<file path="src/design/pcmpn_pkg.sv">
// ----------------------------------------------------------------------------
// pcmpn_pkg
// shared widths, constants and controller command type for the pcm16 peak
// normalizer
// ----------------------------------------------------------------------------
package pcmpn_pkg;

   localparam int SAMPLE_W = 16;
   localparam int INDEX_W = 12;
   localparam int QUOT_W = 15;
   localparam int DEFAULT_BUFFER_DEPTH = 4096;

   localparam logic [SAMPLE_W-1:0] FULL_SCALE = 16'd32767;

   localparam logic CMD_LOAD = 1'b0;
   localparam logic CMD_FETCH = 1'b1;

   typedef struct packed {
      logic load;
      logic fetch;
      logic setup;
      logic step;
      logic result;
   } cmd_type;

endpackage

</file>
<file path="src/design/pcmpn_controller.sv">
// ----------------------------------------------------------------------------
// pcmpn_controller
// sequences loads, buffer reads, divider steps and the result transfer
// ----------------------------------------------------------------------------
module pcmpn_controller (
   input  logic               clock,
   input  logic               reset,
   input  logic               req_valid,
   output logic               req_ready,
   input  logic               req_cmd,
   output logic               rsp_valid,
   input  logic               rsp_ready,
   output pcmpn_pkg::cmd_type cmd
);

   localparam int STEP_W = $clog2(pcmpn_pkg::QUOT_W);
   localparam logic [STEP_W-1:0] STEP_LAST = STEP_W'(pcmpn_pkg::QUOT_W - 1);

   typedef enum logic [1:0] {
      ST_IDLE,
      ST_SETUP,
      ST_DIVIDE,
      ST_FINISH
   } state_type;

   state_type         state_ff;
   logic [STEP_W-1:0] step_ff;
   logic              rsp_valid_ff;
   logic              out_free;

   assign req_ready = (state_ff == ST_IDLE);
   assign rsp_valid = rsp_valid_ff;
   assign out_free  = !rsp_valid_ff || rsp_ready;

   always_comb begin
      cmd        = '0;
      cmd.load   = (state_ff == ST_IDLE) && req_valid && (req_cmd == pcmpn_pkg::CMD_LOAD);
      cmd.fetch  = (state_ff == ST_IDLE) && req_valid && (req_cmd == pcmpn_pkg::CMD_FETCH);
      cmd.setup  = (state_ff == ST_SETUP);
      cmd.step   = (state_ff == ST_DIVIDE);
      cmd.result = (state_ff == ST_FINISH) && out_free;
   end

   always_ff @(posedge clock) begin
      if (reset) begin
         state_ff     <= ST_IDLE;
         step_ff      <= '0;
         rsp_valid_ff <= 1'b0;
      end else begin
         if (cmd.result) begin
            rsp_valid_ff <= 1'b1;
         end else if (rsp_valid_ff && rsp_ready) begin
            rsp_valid_ff <= 1'b0;
         end
         case (state_ff)
            ST_IDLE: begin
               if (cmd.fetch) begin
                  state_ff <= ST_SETUP;
               end
            end
            ST_SETUP: begin
               step_ff  <= '0;
               state_ff <= ST_DIVIDE;
            end
            ST_DIVIDE: begin
               step_ff <= step_ff + STEP_W'(1);
               if (step_ff == STEP_LAST) begin
                  state_ff <= ST_FINISH;
               end
            end
            ST_FINISH: begin
               if (out_free) begin
                  state_ff <= ST_IDLE;
               end
            end
            default: begin
               state_ff <= ST_IDLE;
            end
         endcase
      end
   end

endmodule

</file>
<file path="config.mk">
export PLATFORM = sky130hd
export DESIGN_NAME = pcmpn_controller
export DESIGN_NICKNAME = d
export VERILOG_FILES = /design/src/design/pcmpn_pkg.sv /design/src/design/pcmpn_controller.sv
export SDC_FILE = /design/constraint.sdc
export NUM_CORES = 1
export LEC_CHECK = 0
export ABC_AREA = 0
export BUFFER_PORTS_ARGS = -buffer_cell sky130_fd_sc_hd__buf_4
export CORE_AREA = 2 2 39 41
export CTS_BUF_LIST = sky130_fd_sc_hd__clkbuf_8
export DETAILED_ROUTE_END_ITERATION = 7
export DIE_AREA = 0 0 41 43
export PLACE_DENSITY_LB_ADDON = 0.05
export SYNTH_ARGS = -nofsm -noshare
export SYNTH_HDL_FRONTEND = slang
export SYNTH_SLANG_ARGS = --single-unit
</file>
<file path="constraint.sdc">
create_clock -name clock -period 2.3 [get_ports clock]
set_clock_uncertainty 0.1 [all_clocks]
set_input_delay 0.115 -clock clock [delete_from_list [all_inputs] [get_ports clock]]
set_output_delay 0.115 -clock clock [all_outputs]
set_load 0.03 [all_outputs]
</file>
==> out/metrics.yaml <==
critical_path:
  rr_startpoint: "state_ff[0]$_SDFFE_PP0P_"
  path_delay_family: "simple AND/OR/NAND/NOR gates"
  worstPathRequired_ns: 2.35
  ff2ff_setup_slack_ns: 0.69
  path_buf_inv: 1
  arrival_ns: 1.65
  start_kind: "register"
  end_kind: "register"
  worst-path-max-fanout: 5
  critPathMaxStageDelay_ns: 0.46
  r2r_cells: 5
  worstSetupPathType: "register to register"
  cp_slowest_cell: "or4_1"
  r2r_end: "step_ff[3]$_SDFFE_PP0P_"
  cp_cell_sequence: "inv_1 -> ha_1 -> nand2_1 -> or4_1 -> o21ai_0"
drt:
  dr.pass1.iters: 4
  drc: 0
  ant_nets: 0
  wl_microns: 897
  drtIter0Drc: 5
  via_count: 369
  vias_per_cell: 4.61
  wl_per_cell_microns: 11.2
floorplan:
  rows: 14
  die_h_microns: 43
  core_sq_um: 1380
  die_area_sq_um: 1760
  die_w_microns: 41
  start_util_pct: 30.2
  io_pins: 12
final_layout:
  design_area_sq_um: 576
  final_common_cell: "buf_4"
  drive_above_1_share_pct: 26.6
  insertedDiodeCount: 0
  final_cells: 80
  finalNetCount: 76
  utilization_pct: 41.6
  layout_common_cells: "11 x buf_4, 7 x nand2_1, 7 x dfxtp_1, 6 x inv_1, 6 x ha_1"
  area_delta_synth_final_pct: 37.7
global_routing:
  gr-total-overflow: 0
  grt_max_degree: 9
  grt_pass1_wl_microns: 1480
  grt.total_usage_pct: 13.0
  grt_pass1_vias: 366
  antenna_found_initial: 0
sta:
  fin_setup_tns_ns: 0
  period_needed_ns: 1.61
  timing.fmax_ghz: 0.623
  finalWorstSetupSlack_ns: 0.695
  rsz0062_at_grt: "no"
  hold_viol_final: 0
  relSlewSlack_pct: 68.9
  timing.final.max_slew_violations: 0
  tightest_slew_ns: 0.466
  report.final.setup_viol: 0
  fin_crit_sh_pct: 69.8
placement:
  place_congestion: 0.687
  portBuffers: 11
  preCtsSetupSlack_ns: 0.679
  placed_cells: 75
  placed_area_sq_um: 520
  dpl.hpwl_microns: 720
clock_tree:
  cts.sink_count: 7
  numCtsBuffers: 3
  cts_root_buffer: "clkbuf_8"
  clk_latency_ns: 0.22
  post_cts_buffers: 0
  cts_resized: 0
  clk_pin_slew_ns: 0.04
  ctsHoldBuffers: 1
  cts_tree: "built"
  clock_path_buffers: 2
  h-tree-depth: 1
pwr:
  static-leakage-power_nw: 0.271
  power_density_nw_per_um2: 1150
  ir_worst_vdd_v: 0.000431
min_path:
  holdPathStages: 4
  hp-start: "rsp_ready"
  min_to: "rsp_valid$_SDFFE_PP0P_"
  worst_hold_path_type: "input pin to register"
synth:
  synth_cells: 48
  synth.avg_cell_area_sq_um: 8.71
  synth_cell_types: 20
  yosysTopAreaCellShare_pct: 33.5
  synth_seq_cells: 7
  syn-cell-area_sq_um: 418
  synth.largest_area_cell: "dfxtp_1"
  yosysSeqAreaShare_pct: 33.5
  synth.yosys.warnings: 0
  syn_nets: 59
  synth.area.top_cells: "dfxtp_1 34%, ha_1 18%, nand2_1 6.3%"
status:
  status: "completed"
job:
  cap_violations: 0
metrics by stage:
| step | hold WS, ns | total power [mW] |
|---|---|---|
| global placement | 0.224 | 0.499 |
| detailed placement | 0.224 | 0.502 |
| CTS | 0.0886 | 0.676 |
| floorplan | 0.0841 | 0.402 |
| global route | 0.0872 | 0.717 |
| finish | 0.0887 | 0.660 |
cell usage after synthesis:
master,instances
a211o_2,1
a21oi_1,3
a222oi_1,1
and2_1,1
and2b_2,1
and3_1,1
dfxtp_1,7
ha_1,6
inv_1,5
mux2i_1,1
nand2_1,7
nand3_1,3
nand4b_1,1
nor2_1,3
nor2b_1,1
nor2b_4,1
o211a_1,1
o21ai_0,2
o2bb2ai_1,1
or4_1,1
worst reg2reg max path: stages, from the launching register on:
cell,delay (ns)
dfxtp_1,0.38
inv_1,0.08
ha_1,0.35
nand2_1,0.08
or4_1,0.46
o21ai_0,0.08
logic make-up after synthesis:
family,Yosys count,synth area share (%)
compound gates,9,15.3
fa+ha+maj,6,18.0
buf+inv,5,4.49
flops,7,33.5
mux,1,2.40
simple gates,20,26.4
registers in the layout (all words and copies together) (netlist names):
signal	count
step_ff	4
state_ff	2
rsp_valid	1
layout make-up:
| class | count | area [sq um] |
|---|---|---|
| clock buffers | 3 | 41.3 |
| multi-input cells | 36 | 259 |
| flip-flops and latches | 7 | 140 |
| repair buffers | 12 | 92.6 |
| clock inverters | 1 | 3.75 |
| well taps | 16 | 20.0 |
| inverters | 5 | 18.8 |
| fillers | 146 | 808 |
worst max-delay path by stage:
stage / cells past startpoint / startpoint / endpoint
after floorplan: 5 / state_ff[0]$_SDFFE_PP0P_ / step_ff[3]$_SDFFE_PP0P_
after global placement: 4 / state_ff[0]$_SDFFE_PP0P_ / state_ff[1]$_SDFFE_PP0P_
after detailed placement: 5 / state_ff[0]$_SDFFE_PP0P_ / step_ff[3]$_SDFFE_PP0P_
after CTS: 5 / state_ff[0]$_SDFFE_PP0P_ / step_ff[3]$_SDFFE_PP0P_
after global routing: 5 / state_ff[0]$_SDFFE_PP0P_ / step_ff[3]$_SDFFE_PP0P_
final: 5 / state_ff[0]$_SDFFE_PP0P_ / step_ff[3]$_SDFFE_PP0P_
per-layer routing:
metal / track usage (%) / routed length, microns / vias up / part of all wire, %
li1: - / - / 196 / -
met1: 16.2 / 416 / 161 / 46
met2: 17.2 / 409 / 10 / 46
met3: 4.71 / 58 / 2 / 6.5
met4: 10.0 / 12 / 0 / 1.3
met5: 0 / 0 / - / 0
report_power, final:
group / leakage (nW) / switching, mW / internal (mW)
combinational: 0.187 / 0.203 / 0.132
clock: 0.0269 / 0.0497 / 0.115
sequential: 0.0567 / 0.0190 / 0.141
total: 0.271 / 0.272 / 0.388
(Power assumes the default switching activity.)
